<file path="src/rtl/uctw_pkg.sv">
// Shared types, constants and the display-width table of the UTF-8 cell-width truncator.
`default_nettype none

package uctw_pkg;

  localparam int UCTW_OUT_DEPTH = 4;

  localparam logic [15:0] CFG_RESET = 16'hFFFF;

  localparam logic REG_CELL_LIMIT   = 1'b0;
  localparam logic REG_OUT_CAPACITY = 1'b1;

  localparam logic [7:0] REPL_B0 = 8'hEF;
  localparam logic [7:0] REPL_B1 = 8'hBF;
  localparam logic [7:0] REPL_B2 = 8'hBD;
  localparam logic [20:0] REPL_CP = 21'h00FFFD;

  localparam logic [7:0] LEAD2_LO   = 8'hC2;
  localparam logic [7:0] LEAD2_HI   = 8'hDF;
  localparam logic [7:0] LEAD3_LO   = 8'hE0;
  localparam logic [7:0] LEAD3_HI   = 8'hEF;
  localparam logic [7:0] LEAD4_LO   = 8'hF0;
  localparam logic [7:0] LEAD4_HI   = 8'hF4;
  localparam logic [7:0] LEAD_SURR  = 8'hED;
  localparam logic [7:0] CONT_LO    = 8'h80;
  localparam logic [7:0] CONT_HI    = 8'hBF;
  localparam logic [7:0] E0_CONT_LO = 8'hA0;
  localparam logic [7:0] ED_CONT_HI = 8'h9F;
  localparam logic [7:0] F0_CONT_LO = 8'h90;
  localparam logic [7:0] F4_CONT_HI = 8'h8F;

  localparam int WIDE_N = 15;
  localparam logic [20:0] WIDE_LO [WIDE_N] = '{
    21'h003000, 21'h003040, 21'h001100, 21'h003130, 21'h0031F0,
    21'h003400, 21'h004E00, 21'h00A960, 21'h00AC00, 21'h00D7B0,
    21'h00F900, 21'h00FF01, 21'h00FFE0, 21'h020000, 21'h030000
  };
  localparam logic [20:0] WIDE_HI [WIDE_N] = '{
    21'h00303F, 21'h0030FF, 21'h0011FF, 21'h00318F, 21'h0031FF,
    21'h004DBF, 21'h009FFF, 21'h00A97F, 21'h00D7A3, 21'h00D7FF,
    21'h00FAFF, 21'h00FF60, 21'h00FFE6, 21'h02FFFF, 21'h0323AF
  };

  function automatic logic [1:0] cell_width(input logic [20:0] cp);
    logic wide;
    wide = 1'b0;
    for (int i = 0; i < WIDE_N; i++) begin
      if (cp >= WIDE_LO[i] && cp <= WIDE_HI[i]) begin
        wide = 1'b1;
      end
    end
    return wide ? 2'd2 : 2'd1;
  endfunction

  typedef struct packed {
    logic        has_byte;
    logic [7:0]  out_byte;
    logic        string_done;
    logic [15:0] cell_total;
  } res_t;

  typedef struct packed {
    logic valid;
    logic res;
    logic item_end;
    res_t payload;
  } ev_t;

endpackage

`default_nettype wire

</file>
<file path="src/rtl/uctw_engine.sv">
// Decoder engine: holds the open sequence, resolves characters in turn, emits their bytes.
`default_nettype none

module uctw_engine
  import uctw_pkg::*;
(
  input  wire logic        clk,
  input  wire logic        rst_n,
  input  wire logic        in_tvalid,
  output logic             in_tready,
  input  wire logic        in_kind,
  input  wire logic [7:0]  in_byte,
  input  wire logic [15:0] cell_limit,
  input  wire logic [15:0] out_capacity,
  output ev_t              ev,
  input  wire logic        ev_ready
);

  typedef enum logic [1:0] {CLS_DONE, CLS_PREFIX, CLS_BAD} cls_t;

  localparam logic [2:0] LIMIT_DATA  = 3'd3;
  localparam logic [2:0] LIMIT_FINAL = 3'd4;

  logic [7:0]  pend_r [4];
  logic [7:0]  pend_nxt [4];
  logic [2:0]  pend_n_r, pend_n_nxt;
  logic [15:0] cells_r, cells_nxt;
  logic [15:0] bytes_r, bytes_nxt;
  logic        halted_r, halted_nxt;
  logic        act_r, act_nxt;
  logic        final_r, final_nxt;
  logic [2:0]  chars_r, chars_nxt;
  logic [7:0]  emit_b_r [3];
  logic [7:0]  emit_b_nxt [3];
  logic [1:0]  emit_cnt_r, emit_cnt_nxt;
  logic        end_after_r, end_after_nxt;

  logic [7:0]  lead;
  logic [2:0]  need;
  logic [7:0]  lo2, hi2;
  logic        lead_bad, bad1, bad2, bad3;
  cls_t        cls;
  logic [2:0]  len;
  logic [20:0] cp;

  logic [2:0]  limit;
  logic        cont, resolve, is_bad, fits, emit_now, simple_end, fire;
  logic [2:0]  nb, shift, pend_n_s, chars_s;
  logic [1:0]  cw;
  logic [7:0]  pend_sh [4];

  function automatic logic is_cont(input logic [7:0] b);
    return b >= CONT_LO && b <= CONT_HI;
  endfunction

  always_comb begin
    lead = pend_r[0];
    lo2  = CONT_LO;
    hi2  = CONT_HI;
    need = 3'd1;
    lead_bad = 1'b0;
    if (!lead[7]) begin
      need = 3'd1;
    end else if (lead >= LEAD2_LO && lead <= LEAD2_HI) begin
      need = 3'd2;
    end else if (lead >= LEAD3_LO && lead <= LEAD3_HI) begin
      need = 3'd3;
    end else if (lead >= LEAD4_LO && lead <= LEAD4_HI) begin
      need = 3'd4;
    end else begin
      lead_bad = 1'b1;
    end
    if (lead == LEAD3_LO)  lo2 = E0_CONT_LO;
    if (lead == LEAD_SURR) hi2 = ED_CONT_HI;
    if (lead == LEAD4_LO)  lo2 = F0_CONT_LO;
    if (lead == LEAD4_HI)  hi2 = F4_CONT_HI;
    bad1 = (pend_n_r > 3'd1) && (need > 3'd1) &&
           (!is_cont(pend_r[1]) || pend_r[1] < lo2 || pend_r[1] > hi2);
    bad2 = (pend_n_r > 3'd2) && (need > 3'd2) && !is_cont(pend_r[2]);
    bad3 = (pend_n_r > 3'd3) && (need > 3'd3) && !is_cont(pend_r[3]);

    len = need;
    if (lead_bad || bad1 || bad2 || bad3) begin
      cls = CLS_BAD;
    end else if (pend_n_r < need) begin
      cls = CLS_PREFIX;
    end else begin
      cls = CLS_DONE;
    end

    case (need)
      3'd2:    cp = {10'b0, lead[4:0], pend_r[1][5:0]};
      3'd3:    cp = {5'b0, lead[3:0], pend_r[1][5:0], pend_r[2][5:0]};
      3'd4:    cp = {lead[2:0], pend_r[1][5:0], pend_r[2][5:0], pend_r[3][5:0]};
      default: cp = {13'b0, lead};
    endcase
  end

  always_comb begin
    limit      = final_r ? LIMIT_FINAL : LIMIT_DATA;
    cont       = (pend_n_r != 3'd0) && (chars_r < limit) && !halted_r;
    resolve    = cont && !(cls == CLS_PREFIX && !final_r);
    is_bad     = (cls != CLS_DONE);
    nb         = is_bad ? 3'd3 : len;
    shift      = is_bad ? 3'd1 : len;
    cw         = is_bad ? cell_width(REPL_CP) : cell_width(cp);
    fits       = (({1'b0, cells_r} + {15'b0, cw}) <= {1'b0, cell_limit}) &&
                 (({1'b0, bytes_r} + {14'b0, nb}) < {1'b0, out_capacity});
    emit_now   = resolve && fits;
    pend_n_s   = pend_n_r - shift;
    chars_s    = chars_r + 3'd1;
    simple_end = (pend_n_s == 3'd0) || (chars_s == limit);

    pend_sh = pend_r;
    case (shift)
      3'd1: begin
        pend_sh[0] = pend_r[1];
        pend_sh[1] = pend_r[2];
        pend_sh[2] = pend_r[3];
      end
      3'd2: begin
        pend_sh[0] = pend_r[2];
        pend_sh[1] = pend_r[3];
      end
      3'd3: begin
        pend_sh[0] = pend_r[3];
      end
      default: begin
      end
    endcase
  end

  always_comb begin
    ev = '0;
    if (act_r) begin
      ev.valid = 1'b1;
      if (emit_cnt_r != 2'd0) begin
        ev.res              = 1'b1;
        ev.payload.has_byte = 1'b1;
        ev.payload.out_byte = emit_b_r[0];
        ev.item_end         = (emit_cnt_r == 2'd1) && end_after_r;
      end else if (emit_now) begin
        ev.res              = 1'b1;
        ev.payload.has_byte = 1'b1;
        ev.payload.out_byte = is_bad ? REPL_B0 : pend_r[0];
        ev.item_end         = (nb == 3'd1) && simple_end && !final_r;
      end else if (final_r) begin
        ev.res                 = 1'b1;
        ev.payload.string_done = 1'b1;
        ev.payload.cell_total  = cells_r;
        ev.item_end            = 1'b1;
      end else begin
        ev.item_end = 1'b1;
      end
    end
  end

  assign fire      = ev.valid && ev_ready;
  assign in_tready = !act_r || (fire && ev.item_end);

  always_comb begin
    pend_nxt      = pend_r;
    pend_n_nxt    = pend_n_r;
    cells_nxt     = cells_r;
    bytes_nxt     = bytes_r;
    halted_nxt    = halted_r;
    act_nxt       = act_r;
    final_nxt     = final_r;
    chars_nxt     = chars_r;
    emit_b_nxt    = emit_b_r;
    emit_cnt_nxt  = emit_cnt_r;
    end_after_nxt = end_after_r;

    if (fire) begin
      if (emit_cnt_r != 2'd0) begin
        emit_b_nxt[0] = emit_b_r[1];
        emit_b_nxt[1] = emit_b_r[2];
        emit_cnt_nxt  = emit_cnt_r - 2'd1;
      end else if (emit_now) begin
        cells_nxt     = cells_r + {14'b0, cw};
        bytes_nxt     = bytes_r + {13'b0, nb};
        pend_nxt      = pend_sh;
        pend_n_nxt    = pend_n_s;
        chars_nxt     = chars_s;
        emit_cnt_nxt  = 2'(nb - 3'd1);
        end_after_nxt = simple_end && !final_r;
        if (is_bad) begin
          emit_b_nxt[0] = REPL_B1;
          emit_b_nxt[1] = REPL_B2;
        end else begin
          emit_b_nxt[0] = pend_r[1];
          emit_b_nxt[1] = pend_r[2];
          emit_b_nxt[2] = pend_r[3];
        end
      end else if (final_r) begin
        pend_n_nxt = 3'd0;
        cells_nxt  = 16'd0;
        bytes_nxt  = 16'd0;
        halted_nxt = 1'b0;
      end else begin
        if (resolve) begin
          halted_nxt = 1'b1;
        end
        if (pend_n_r == 3'd4) begin
          pend_n_nxt = 3'd3;
        end
      end
      if (ev.item_end) begin
        act_nxt = 1'b0;
      end
    end

    if (in_tvalid && in_tready) begin
      act_nxt   = 1'b1;
      final_nxt = in_kind;
      chars_nxt = 3'd0;
      if (!in_kind && !halted_nxt) begin
        pend_nxt[pend_n_nxt[1:0]] = in_byte;
        pend_n_nxt = pend_n_nxt + 3'd1;
      end
    end
  end

  always_ff @(posedge clk) begin
    if (!rst_n) begin
      pend_n_r    <= 3'd0;
      cells_r     <= 16'd0;
      bytes_r     <= 16'd0;
      halted_r    <= 1'b0;
      act_r       <= 1'b0;
      final_r     <= 1'b0;
      chars_r     <= 3'd0;
      emit_cnt_r  <= 2'd0;
      end_after_r <= 1'b0;
    end else begin
      pend_n_r    <= pend_n_nxt;
      cells_r     <= cells_nxt;
      bytes_r     <= bytes_nxt;
      halted_r    <= halted_nxt;
      act_r       <= act_nxt;
      final_r     <= final_nxt;
      chars_r     <= chars_nxt;
      emit_cnt_r  <= emit_cnt_nxt;
      end_after_r <= end_after_nxt;
    end
  end

  always_ff @(posedge clk) begin
    pend_r   <= pend_nxt;
    emit_b_r <= emit_b_nxt;
  end

endmodule

`default_nettype wire

</file>
<file path="src/rtl/uctw_outq.sv">
// Result stage: holds the newest result until its last-of-item flag is known, then queues it.
`default_nettype none

module uctw_outq
  import uctw_pkg::*;
#(
  parameter int OUT_DEPTH = UCTW_OUT_DEPTH
) (
  input  wire logic clk,
  input  wire logic rst_n,
  input  wire ev_t  ev,
  output logic      ev_ready,
  output logic      out_tvalid,
  input  wire logic out_tready,
  output res_t      out_res,
  output logic      out_last
);

  localparam int PW = (OUT_DEPTH > 1) ? $clog2(OUT_DEPTH) : 1;
  localparam int CW = $clog2(OUT_DEPTH + 1);

  typedef struct packed {
    res_t res;
    logic last;
  } ent_t;

  ent_t          mem_r [OUT_DEPTH];
  logic [PW-1:0] rd_ptr_r, rd_ptr_nxt;
  logic [PW-1:0] wr_ptr_r, wr_ptr_nxt;
  logic [PW-1:0] wr_ptr_p1;
  logic [CW-1:0] cnt_r, cnt_nxt;
  logic [CW-1:0] free;
  res_t          hold_r, hold_nxt;
  logic          hold_v_r, hold_v_nxt;

  ent_t          e0, e1;
  logic [1:0]    npush;
  logic          fire, pop;

  function automatic logic [PW-1:0] ptr_inc(input logic [PW-1:0] p);
    return (p == PW'(OUT_DEPTH - 1)) ? '0 : p + 1'b1;
  endfunction

  always_comb begin
    e0         = '0;
    e1         = '0;
    npush      = 2'd0;
    hold_nxt   = hold_r;
    hold_v_nxt = hold_v_r;
    if (hold_v_r) begin
      if (ev.res && ev.item_end) begin
        e0         = '{res: hold_r, last: 1'b0};
        e1         = '{res: ev.payload, last: 1'b1};
        npush      = 2'd2;
        hold_v_nxt = 1'b0;
      end else if (ev.res) begin
        e0       = '{res: hold_r, last: 1'b0};
        npush    = 2'd1;
        hold_nxt = ev.payload;
      end else begin
        e0         = '{res: hold_r, last: 1'b1};
        npush      = ev.item_end ? 2'd1 : 2'd0;
        hold_v_nxt = !ev.item_end;
      end
    end else if (ev.res && ev.item_end) begin
      e0    = '{res: ev.payload, last: 1'b1};
      npush = 2'd1;
    end else if (ev.res) begin
      hold_nxt   = ev.payload;
      hold_v_nxt = 1'b1;
    end
  end

  assign free       = CW'(OUT_DEPTH) - cnt_r;
  assign ev_ready   = ({{(CW-2){1'b0}}, npush} <= free);
  assign fire       = ev.valid && ev_ready;
  assign out_tvalid = (cnt_r != '0);
  assign pop        = out_tvalid && out_tready;
  assign out_res    = mem_r[rd_ptr_r].res;
  assign out_last   = mem_r[rd_ptr_r].last;
  assign wr_ptr_p1  = ptr_inc(wr_ptr_r);

  always_comb begin
    rd_ptr_nxt = pop ? ptr_inc(rd_ptr_r) : rd_ptr_r;
    wr_ptr_nxt = wr_ptr_r;
    cnt_nxt    = cnt_r - {{(CW-1){1'b0}}, pop};
    if (fire) begin
      case (npush)
        2'd1:    wr_ptr_nxt = wr_ptr_p1;
        2'd2:    wr_ptr_nxt = ptr_inc(wr_ptr_p1);
        default: wr_ptr_nxt = wr_ptr_r;
      endcase
      cnt_nxt = cnt_nxt + {{(CW-2){1'b0}}, npush};
    end
  end

  always_ff @(posedge clk) begin
    if (!rst_n) begin
      rd_ptr_r <= '0;
      wr_ptr_r <= '0;
      cnt_r    <= '0;
      hold_v_r <= 1'b0;
    end else begin
      rd_ptr_r <= rd_ptr_nxt;
      wr_ptr_r <= wr_ptr_nxt;
      cnt_r    <= cnt_nxt;
      if (fire) begin
        hold_v_r <= hold_v_nxt;
      end
    end
  end

  always_ff @(posedge clk) begin
    if (fire) begin
      hold_r <= hold_nxt;
      if (npush != 2'd0) begin
        mem_r[wr_ptr_r] <= e0;
      end
      if (npush == 2'd2) begin
        mem_r[wr_ptr_p1] <= e1;
      end
    end
  end

endmodule

`default_nettype wire

</file>
<file path="src/rtl/utf8_cell_width_truncator_top.sv">
// Top level of the UTF-8 cell-width truncator: register port, engine and result queue.
`default_nettype none

// Copies a UTF-8 string, one byte per input transfer, truncated to a display-cell budget
// and a byte capacity that keeps room for a terminator. Malformed input becomes U+FFFD
// (EF BF BD). The bytes of each character leave one per cycle, while the result queue has
// room, through a single result path, so an input transfer holds input until its last
// byte has left, and longer when, after emitting bytes, it ends on an open sequence or on
// the budget stop. Plain ASCII text streams at one byte per cycle while the queue has
// room; a byte that completes an n-byte character holds input while its n bytes leave,
// and a byte that breaks a held sequence can give up to three replacements. An end
// marker turns each held byte into a replacement while it fits, then gives the result
// that carries the cell total. The newest result of an input item is held back so that
// tlast can mark the last result of that item; a small result queue (OUT_DEPTH entries)
// keeps input moving while the output side stalls. No clearing pass after reset.
module utf8_cell_width_truncator_top
  import uctw_pkg::*;
#(
  parameter int OUT_DEPTH = UCTW_OUT_DEPTH
) (
  input  wire logic        clk,
  input  wire logic        rst_n,
  input  wire logic        in_tvalid,
  output logic             in_tready,
  input  wire logic [7:0]  in_tdata,     // [7:0] in_byte
  input  wire logic        in_tuser,     // [0] kind
  output logic             out_tvalid,
  input  wire logic        out_tready,
  output logic [23:0]      out_tdata,    // [7:0] out_byte, [23:8] cell_total
  output logic [1:0]       out_tuser,    // [0] has_byte, [1] string_done
  output logic             out_tlast,
  input  wire logic        cfg_psel,
  input  wire logic        cfg_penable,
  input  wire logic        cfg_pwrite,
  input  wire logic [2:0]  cfg_paddr,
  input  wire logic [31:0] cfg_pwdata,
  output logic [31:0]      cfg_prdata,
  output logic             cfg_pready
);

  logic [15:0] cell_limit_r, cell_limit_nxt;
  logic [15:0] out_capacity_r, out_capacity_nxt;
  logic        cfg_wr;
  ev_t         ev;
  logic        ev_ready;
  res_t        out_res;

  assign cfg_pready = 1'b1;
  assign cfg_wr     = cfg_psel && cfg_penable && cfg_pwrite && cfg_pready;

  always_comb begin
    cell_limit_nxt   = cell_limit_r;
    out_capacity_nxt = out_capacity_r;
    if (cfg_wr) begin
      unique case (cfg_paddr[2])
        REG_CELL_LIMIT:   cell_limit_nxt   = cfg_pwdata[15:0];
        REG_OUT_CAPACITY: out_capacity_nxt = cfg_pwdata[15:0];
        default:          cell_limit_nxt   = cell_limit_r;
      endcase
    end
  end

  always_comb begin
    unique case (cfg_paddr[2])
      REG_CELL_LIMIT:   cfg_prdata = {16'b0, cell_limit_r};
      REG_OUT_CAPACITY: cfg_prdata = {16'b0, out_capacity_r};
      default:          cfg_prdata = 32'b0;
    endcase
  end

  always_ff @(posedge clk) begin
    if (!rst_n) begin
      cell_limit_r   <= CFG_RESET;
      out_capacity_r <= CFG_RESET;
    end else begin
      cell_limit_r   <= cell_limit_nxt;
      out_capacity_r <= out_capacity_nxt;
    end
  end

  uctw_engine u_engine (
    .clk          (clk),
    .rst_n        (rst_n),
    .in_tvalid    (in_tvalid),
    .in_tready    (in_tready),
    .in_kind      (in_tuser),
    .in_byte      (in_tdata),
    .cell_limit   (cell_limit_r),
    .out_capacity (out_capacity_r),
    .ev           (ev),
    .ev_ready     (ev_ready)
  );

  uctw_outq #(
    .OUT_DEPTH (OUT_DEPTH)
  ) u_outq (
    .clk        (clk),
    .rst_n      (rst_n),
    .ev         (ev),
    .ev_ready   (ev_ready),
    .out_tvalid (out_tvalid),
    .out_tready (out_tready),
    .out_res    (out_res),
    .out_last   (out_tlast)
  );

  assign out_tdata = {out_res.cell_total, out_res.out_byte};
  assign out_tuser = {out_res.string_done, out_res.has_byte};

  a_done_is_last: assert property (@(posedge clk) disable iff (!rst_n)
    out_tvalid && out_tuser[1] |-> out_tlast && !out_tuser[0])
    else $error("string_done transfer must be last and carry no byte");

  a_total_only_on_done: assert property (@(posedge clk) disable iff (!rst_n)
    out_tvalid && !out_tuser[1] |-> out_tdata[23:8] == 16'd0)
    else $error("cell_total nonzero on a byte transfer");

  a_no_empty_result: assert property (@(posedge clk) disable iff (!rst_n)
    out_tvalid |-> out_tuser != 2'b00)
    else $error("result carries neither byte nor total");

  a_engine_event: assert property (@(posedge clk) disable iff (!rst_n)
    ev.valid && !ev.res |-> ev.item_end)
    else $error("engine event carries neither result nor item end");

endmodule

`default_nettype wire
</file>
<file path="config.mk">
export PLATFORM = sky130hd
export DESIGN_NAME = utf8_cell_width_truncator_top
export DESIGN_NICKNAME = d
export VERILOG_FILES = /design/src/rtl/uctw_pkg.sv /design/src/rtl/uctw_engine.sv /design/src/rtl/uctw_outq.sv /design/src/rtl/utf8_cell_width_truncator_top.sv
export SDC_FILE = /design/constraint.sdc
export NUM_CORES = 1
export LEC_CHECK = 0
export BUFFER_PORTS_ARGS = -buffer_cell sky130_fd_sc_hd__buf_4
export CORE_ASPECT_RATIO = 1.25
export CORE_MARGIN = 2
export CORE_UTILIZATION = 48
export CTS_BUF_LIST = sky130_fd_sc_hd__clkbuf_8
export CTS_CLUSTER_DIAMETER = 200
export DETAILED_ROUTE_END_ITERATION = 12
export GPL_TIMING_DRIVEN = 0
export HOLD_SLACK_MARGIN = 0.02
export PLACE_DENSITY = 0.77
export SYNTH_ARGS = -nofsm -noshare
export SYNTH_HDL_FRONTEND = slang
export SYNTH_SLANG_ARGS = --single-unit
export TNS_END_PERCENT = 20
</file>
<file path="constraint.sdc">
create_clock -name clk -period 10.9 [get_ports clk]
set_input_delay 2.18 -clock clk [delete_from_list [all_inputs] [get_ports clk]]
set_output_delay 2.18 -clock clk [all_outputs]
set_load 0.01 [all_outputs]
</file>
== Word level (Yosys, flattened, before mapping) ==
Memory sizes are Yosys's and may differ from the RTL's. A register that Yosys moved wholly into a read port is not among the register bits.
Cells that the tools add are included.

* Memories: 1
* Logic and storage cells: 317
* Input port bits: 51
* RAM bits: 108
* Output and inout port bits: 62
* Flip-flop bits (word level): 166

* Muxes and demuxes: 108
* Bitwise logic cells: 6
* Reductions and logical operators: 84
* Add/subtract/negate cells: 15
* $lt $le $gt $ge: 57
* Eq/ne operators: 20

{| class="wikitable"
|+ Memories
! memory !! words !! bits a word !! read ports !! clocked after memory_dff !! wr ports !! RTL line !! RTL
|-
| u_outq.mem_r || 4 || 27 || 1 || 1 || 2 || uctw_outq.sv:27 || <nowiki>ent_t mem_r [OUT_DEPTH];</nowiki>
|}

{| class="wikitable"
|+ Operator list
! cell !! count
|-
| $mux W32 || 5
|-
| $le A21 B16 Y1 const B || 7
|-
| $ge A21 B16 Y1 const B || 6
|-
| $ge A21 B14 Y1 const B || 5
|-
| $le A21 B14 Y1 const B || 4
|-
| $mux W27 || 3
|-
| $mux W16 || 5
|-
| $pmux W32 S2 || 1
|-
| $pmux W21 S3 || 1
|-
| $mux W17 || 3
|-
| $ge A8 B8 Y1 const B || 6
|-
| $le A8 B8 Y1 const B || 6
|-
| $logic_and A1 B1 Y1 || 46
|-
| $mux W3 || 15
|-
| $mux W1 || 44
|-
| $ge A21 B18 Y1 const B || 2
|-
| $le A21 B18 Y1 const B || 2
|-
| $bwmux W32 || 1
|-
| $eq A8 B8 Y1 const B || 4
|-
| $mux W8 || 4
|-
| $mux W29 || 1
|-
| $mux W2 || 14
|-
| $mux W24 || 1
|-
| $mux W6 || 4
|-
| 48 further kinds || 100
|}

== Depth between registers and ports, before layout ==
* Word-level depth: 49
* Depth in mapped cells: 51
* Gate-level depth less buffers: 44

== By module ==
A second synthesis with hierarchy kept.

* Cells, all modules: 1690
* Area total of the unflattened synthesis: 16847.4 µm²

{| class="wikitable"
|+ By module, submodules not included
! module !! area each (µm²) !! sequential area each (µm²) !! instances !! cells an instance
|-
| uctw_engine || 8609.5 || 2322.2 || 1 || 1066
|-
| uctw_outq || 6546.3 || 4224.1 || 1 || 463
|-
| utf8_cell_width_truncator_top || 1691.6 || 640.6 || 1 || 161
|}

== Worst setup path after synthesis ==
No wires, ideal clock.

* Path kind: register -> register
* Start point: register u_engine.pend_r (netlist bit u_engine.lead[6])
* End point: register u_outq.hold_r[0] in the netlist's numbering, enable pin
* Stages on the path, launching flop included: 41
* Arrival time: 10228 ps
* Library setup time: 442 ps
* Path buffers: 6
* Clock period less this slack: 10670 ps
* Setup slack: 230 ps
* Cell sequence: dfxtp_1 -> clkbuf_1 -> and4b_1 -> buf_2 -> buf_2 -> a31oi_1 -> nor2_1 -> ha_1 -> and4_1 -> a21o_1 -> o41ai_1 -> o221ai_2 -> nand3_1 -> clkbuf_1 -> buf_1 -> a31o_1 -> ha_1 -> inv_1 -> [5 not listed] -> xnor2_1 -> ha_1 -> a2111oi_0 -> nand3_1 -> o211ai_1 -> nor3b_1 -> a21oi_1 -> a21o_1 -> inv_1 -> ha_1 -> clkbuf_1 -> nand2_1 -> inv_1 -> ha_1 -> nor2b_1 -> o211ai_1 -> nand2_1 -> nor3_1

* Longest elaborated chain between the ends: 41
* Elaborated cells on any way between the ends: 142

{| class="wikitable"
|+ RTL lines
! what !! RTL line !! RTL
|-
| from (decl) || uctw_engine.sv:24 || <nowiki>logic [7:0] pend_r [4];</nowiki>
|-
| from (signal assigned) || uctw_engine.sv:249 || <nowiki>pend_r <= pend_nxt;</nowiki>
|-
| $ge A8 B8 Y1 / $le A8 B8 Y1 (equally long branches) || uctw_engine.sv:68 || <nowiki>end else if (lead >= LEAD4_LO && lead <= LEAD4_HI) begin</nowiki>
|-
| $logic_and A1 B1 Y1 || uctw_engine.sv:68 ||
|-
| $mux W3 || uctw_engine.sv:68 ||
|-
| $mux W3 || uctw_engine.sv:66 || <nowiki>end else if (lead >= LEAD3_LO && lead <= LEAD3_HI) begin</nowiki>
|-
| $mux W3 || uctw_engine.sv:64 || <nowiki>end else if (lead >= LEAD2_LO && lead <= LEAD2_HI) begin</nowiki>
|-
| $mux W3 || uctw_engine.sv:62 || <nowiki>if (!lead[7]) begin</nowiki>
|-
| $eq A3 B3 Y1 / $eq A3 B2 Y1 (equally long branches) || uctw_engine.sv:91 || <nowiki>case (need)</nowiki>
|-
| $pmux W21 S3 || uctw_engine.sv:91 ||
|-
| [25 not listed] || -- ||
|-
| $mux W29 * || uctw_engine.sv:135 || <nowiki>if (act_r) begin</nowiki>
|-
| $mux W1 || uctw_outq.sv:62 || <nowiki>npush = ev.item_end ? 2'd1 : 2'd0;</nowiki>
|-
| $mux W2 || uctw_outq.sv:56 || <nowiki>end else if (ev.res) begin</nowiki>
|-
| $mux W2 || uctw_outq.sv:51 || <nowiki>if (ev.res && ev.item_end) begin</nowiki>
|-
| $mux W2 || uctw_outq.sv:50 || <nowiki>if (hold_v_r) begin</nowiki>
|-
| $le A2 B3 Y1 || uctw_outq.sv:75 || <nowiki>assign ev_ready = ({{(CW-2){1'b0}}, npush} <= free);</nowiki>
|-
| $logic_and A1 B1 Y1 || uctw_outq.sv:76 || <nowiki>assign fire = ev.valid && ev_ready;</nowiki>
|-
| $reduce_and A3 Y1 (no line) * || -- ||
|-
| to (signal assigned) || uctw_outq.sv:115 || <nowiki>hold_r <= hold_nxt;</nowiki>
|-
| to (decl) || uctw_outq.sv:33 || <nowiki>res_t hold_r, hold_nxt;</nowiki>
|}

Mark *: on every way between the ends. The rest lies on a longest branch, timed or not.
A chain may end at the register's enable or synchronous reset.

== Final worst setup path ==
* Start point: register u_engine.pend_r (netlist bit u_engine.lead[7])
* End point: output port in_tready

* Longest elaborated chain between the ends: 42
* Elaborated cells on any way between the ends: 142

{| class="wikitable"
|+ RTL lines
! what !! RTL line !! RTL
|-
| $ge A8 B8 Y1 / $le A8 B8 Y1 (equally long branches) || uctw_engine.sv:68 ||
|-
| $logic_and A1 B1 Y1 || uctw_engine.sv:68 ||
|-
| $mux W3 || uctw_engine.sv:68 ||
|-
| $mux W3 || uctw_engine.sv:66 ||
|-
| $mux W3 || uctw_engine.sv:64 ||
|-
| $mux W3 || uctw_engine.sv:62 ||
|-
| $eq A3 B3 Y1 / $eq A3 B2 Y1 (equally long branches) || uctw_engine.sv:91 ||
|-
| $pmux W21 S3 || uctw_engine.sv:91 ||
|-
| [26 not listed] || -- ||
|-
| $mux W1 || uctw_outq.sv:62 ||
|-
| $mux W2 || uctw_outq.sv:56 ||
|-
| $mux W2 || uctw_outq.sv:51 ||
|-
| $mux W2 || uctw_outq.sv:50 ||
|-
| $le A2 B3 Y1 || uctw_outq.sv:75 ||
|-
| $logic_and A1 B1 Y1 || uctw_engine.sv:158 || <nowiki>assign fire = ev.valid && ev_ready;</nowiki>
|-
| $logic_and A1 B1 Y1 * || uctw_engine.sv:159 || <nowiki>assign in_tready = !act_r || (fire && ev.item_end);</nowiki>
|-
| $logic_or A1 B1 Y1 * || uctw_engine.sv:159 ||
|-
| to (decl) || utf8_cell_width_truncator_top.sv:24 || <nowiki>output logic in_tready,</nowiki>
|}

Marks and branches as above.

==> results.yml <==
run_status:
  run_status: "completed"
yosys:
  post_synth_main_area_contributors: "sky130_fd_sc_hd__edfxtp_1, sky130_fd_sc_hd__dfxtp_1, sky130_fd_sc_hd__o21ai_0"
  netlist_area_mm2: 0.0166
  synth_cells: 1768
  ys_seq_elements: 276
  synth_async_sr_flop_share_pct: 0
  syn_area_per_cell_um2: 9.39
  synth_top_cell_area_share_pct: 30.0
  synth.yosys.seq_area_share_pct: 43.3
  synth_edf_count: 166
  synth.lib_cells_used.distinct: 87
  ys.warnings.count: 0
  yosysTopAreaCell: "sky130_fd_sc_hd__edfxtp_1"
  ys.flop_type: "sky130_fd_sc_hd__edfxtp_1"
cells_and_area:
  mostFrequentLayoutCells: "sky130_fd_sc_hd__o21ai_0, sky130_fd_sc_hd__nand2_1, sky130_fd_sc_hd__edfxtp_1, sky130_fd_sc_hd__buf_4, sky130_fd_sc_hd__nor2_1"
  drive_gt1_share_pct: 20.7
  antenna-diode-count: 0
  regArea_mm2: 0.00720
  multi_input_gate_area_in_the_final_layout_mm2: 0.00906
  syn_to_final_growth_pct: 19.2
  most_common_cell_after_layout_fill_and_taps_aside: "sky130_fd_sc_hd__o21ai_0"
  final_cell_count_no_fill: 2465
  num-fill-cells: 2845
  finish.net_count: 2082
clock_tree:
  clk_transition_reported_paths_ps: 70
  cts_tree: "done"
  cts_inserted_buffers: 45
  clk_latency_ps: 580
  clock-sinks: 276
  clock_tree.root_cell: "sky130_fd_sc_hd__clkbuf_8"
  clockBufferDepth: 3
  h-tree-depth: 2
  cts.hold.buffers_added: 0
sta:
  timing.final.setup_violations: 0
  maxSlewHeadroom_pct: 12.3
  measured_slew_at_the_worst_slew_check_pin_ps: 1310
  setup_total_negative_slack_ps: 0
  clock-skew-final_ps: 26.6
  final.period_utilization_pct: 98.9
  fmax_mhz: 92.8
  finalHoldViolCount: 0
  hold-worst-slack_ps: 470
  layout_min_cycle_time_ps: 10780
  slew_viol_final: 0
place:
  numPlacedInstances: 2327
  finalWeightedCongestion: 0.951
  buffer_ports.inserted: 75
  dp_hpwl_um: 34800
grt:
  globalRoute.totalOverflow: 0
  globalRouteTotalUtil_pct: 26.8
  global_route.usage.met3_pct: 3.98
  grt_pass1_wl_um: 76700
  largest_net_degree_at_the_start_of_global_routing: 28
  grt_max_usage_layer: "met2"
  initial_antenna_violation_count: 0
  use_met1_pct: 32.2
  via_count_of_the_first_global_routing_pass: 14542
  met2_resource_use_gr_pct: 46.5
die:
  io_pins: 113
  die_w_um: 170
  die_area_mm2: 0.0361
  floorplan.rows: 76
  floorplan.initialDensity_pct: 48.4
  die_height_um: 212
  core_area_mm2: 0.0343
critical_path:
  max_stage_delay_ps: 520
  start_kind: "flip-flop"
  cp_num_buf_inv: 10
  crit_path_frequent_cell: "sky130_fd_sc_hd__buf_4"
  timing.critical_path.arrival_ps: 8600
  worst-endpoint-required_ps: 8720
  critPathSlowestCell: "sky130_fd_sc_hd__or4_4"
  crit_fanout: 10
  path_delay_family: "simple AND/OR/NAND/NOR gates"
  criticalPathCategory: "reg2out"
  crit_path_end_kind: "primary output"
pwr:
  cellPowerDensity_mw_per_mm2: 208
  total_power_after_layout_mw: 4.12
  ir_drop_uv: 161
  leakage_nw: 7.74
route:
  postRouteWirelength_um: 49700
  total_number_of_vias: 15138
  detail-route-antenna-nets: 0
  detailedRoute.firstPassIterationCount: 5
  vias_per_cell: 6.14
  drc: 0
  drt_iter0_drc: 1597
  drt-wirelength-per-cell_um: 20.2
job:
  drv.max_cap_violation_count: 0
min_path:
  worstHoldPathType: "reg2reg"
==> where the power goes <==
part,internal (mW),total (mW),switching (mW),leakage (nW)
Sequential,1.24,1.35,0.110,2.41
Combinational,0.770,1.88,1.11,4.80
Clock,0.459,0.896,0.438,0.519
Total,2.47,4.12,1.65,7.74
==> cell usage after synthesis (all sizes together), types with 9 or more instances <==
| cell type | number |
|---|---|
| dfxtp | 110 |
| nor2 | 121 |
| a22oi | 13 |
| a22o | 16 |
| o211ai | 41 |
| and3 | 20 |
| buf | 35 |
| o22ai | 11 |
| nand3b | 9 |
| xnor2 | 23 |
| or2 | 10 |
| nor2b | 13 |
| nand3 | 38 |
| ha | 66 |
| nand2 | 173 |
| o31ai | 18 |
| mux2i | 20 |
| or4 | 12 |
| inv | 80 |
| xor2 | 13 |
| and2 | 48 |
| nor3 | 38 |
| a32oi | 9 |
| mux2 | 45 |
| edfxtp | 166 |
| o21a | 11 |
| o2bb2ai | 15 |
| clkbuf | 107 |
| mux4 | 27 |
| nand4 | 19 |
| o21ai | 240 |
| a21oi | 80 |
| nor4 | 21 |
==> timing repair <==
item                                    in CTS  in global routing
gates resized for setup                    116                 44
buffers inserted                            31                 25
pin swaps                                   26                 36
endpoints found under the hold margin        0                  0
endpoints found under the setup margin     357                143
==> cells by family (layout without fill, tap and decap cells) <==
kind of cell | after synthesis | in the layout | synth area share (%)
and+or+nand+nor | 551 | 551 | 16.3
DFF | 276 | 276 | 43.3
muxes | 92 | 92 | 8.08
AOI/OAI and AO/OA | 519 | 519 | 19.4
other | 2 | 17 | 0.0452
xor gates and xnor gates | 36 | 36 | 1.90
adders and majority gates | 70 | 70 | 5.45
buffers and inverters | 222 | 436 | 5.55
==> per-layer routing <==
metal / share of wire, % / vias to the layer above
met5: 0 / -
met4: 5.2 / 0
met3: 8.1 / 202
met2: 49 / 897
met1: 38 / 7132
li1: - / 6907
==> metrics by stage <==
stage,util [%],setup slack (ps),area (um^2)
finish,57.7,124,19800
detailed placement,52.0,-3050,17800
global route,57.7,-161,19800
floorplan,-,230,16700
global placement,51.9,-3110,17800
CTS,56.6,9.28,19400
==> final timing paths <==
check,end,start,depth (start not counted),slack (ps)
worst max-delay path,in_tready,u_engine.lead[7],39,120
worst min-delay path,u_engine.end_after_r,u_engine.end_after_r,2,470
worst max register to register,u_engine.pend_r[10],u_engine.lead[7],45,200
worst min register to register,u_engine.end_after_r,u_engine.end_after_r,2,470
==> flip-flops by register name, indices dropped and copies added, names as in the netlist, named ones only <==
name,count
u_outq.cnt_r,3
u_outq.hold_v_r,1
u_outq.hold_r,26
u_outq.rd_ptr_r,2
cell_limit_r,16
u_engine.pend_n_r,3
u_engine.chars_r,3
u_engine.bytes_r,16
u_outq.mem_r,108
u_engine.lead,8
u_engine.emit_b_r,24
u_engine.emit_cnt_r,2
u_engine.act_r,1
u_outq.wr_ptr_r,2
u_engine.pend_r,24
out_capacity_r,16
u_engine.halted_r,1
u_engine.cells_r,16
u_engine.end_after_r,1
u_engine.final_r,1
==> worst register-to-register path: cells and delay by family, from the launching register on <==
family / cells / cell delay, ps
AOI/OAI and AO/OA: 7 / 1350
xor gates and xnor gates: 1 / 180
adders and majority gates: 5 / 1420
buffers and inverters: 11 / 1520
DFF: 1 / 440
muxes: 1 / 310
and+or+nand+nor: 20 / 5370
==> cell type report <==
type / instances / area share [%]
multi-input combinational: 1285 / 45.8
sequential: 276 / 36.3
timing repair buffer: 134 / 5.37
clock buffer: 51 / 3.55
buffer: 139 / 3.54
tap: 468 / 2.96
inverter: 80 / 1.54
clock inverter: 32 / 0.916
Note: power is estimated with default switching activity, not from simulation.
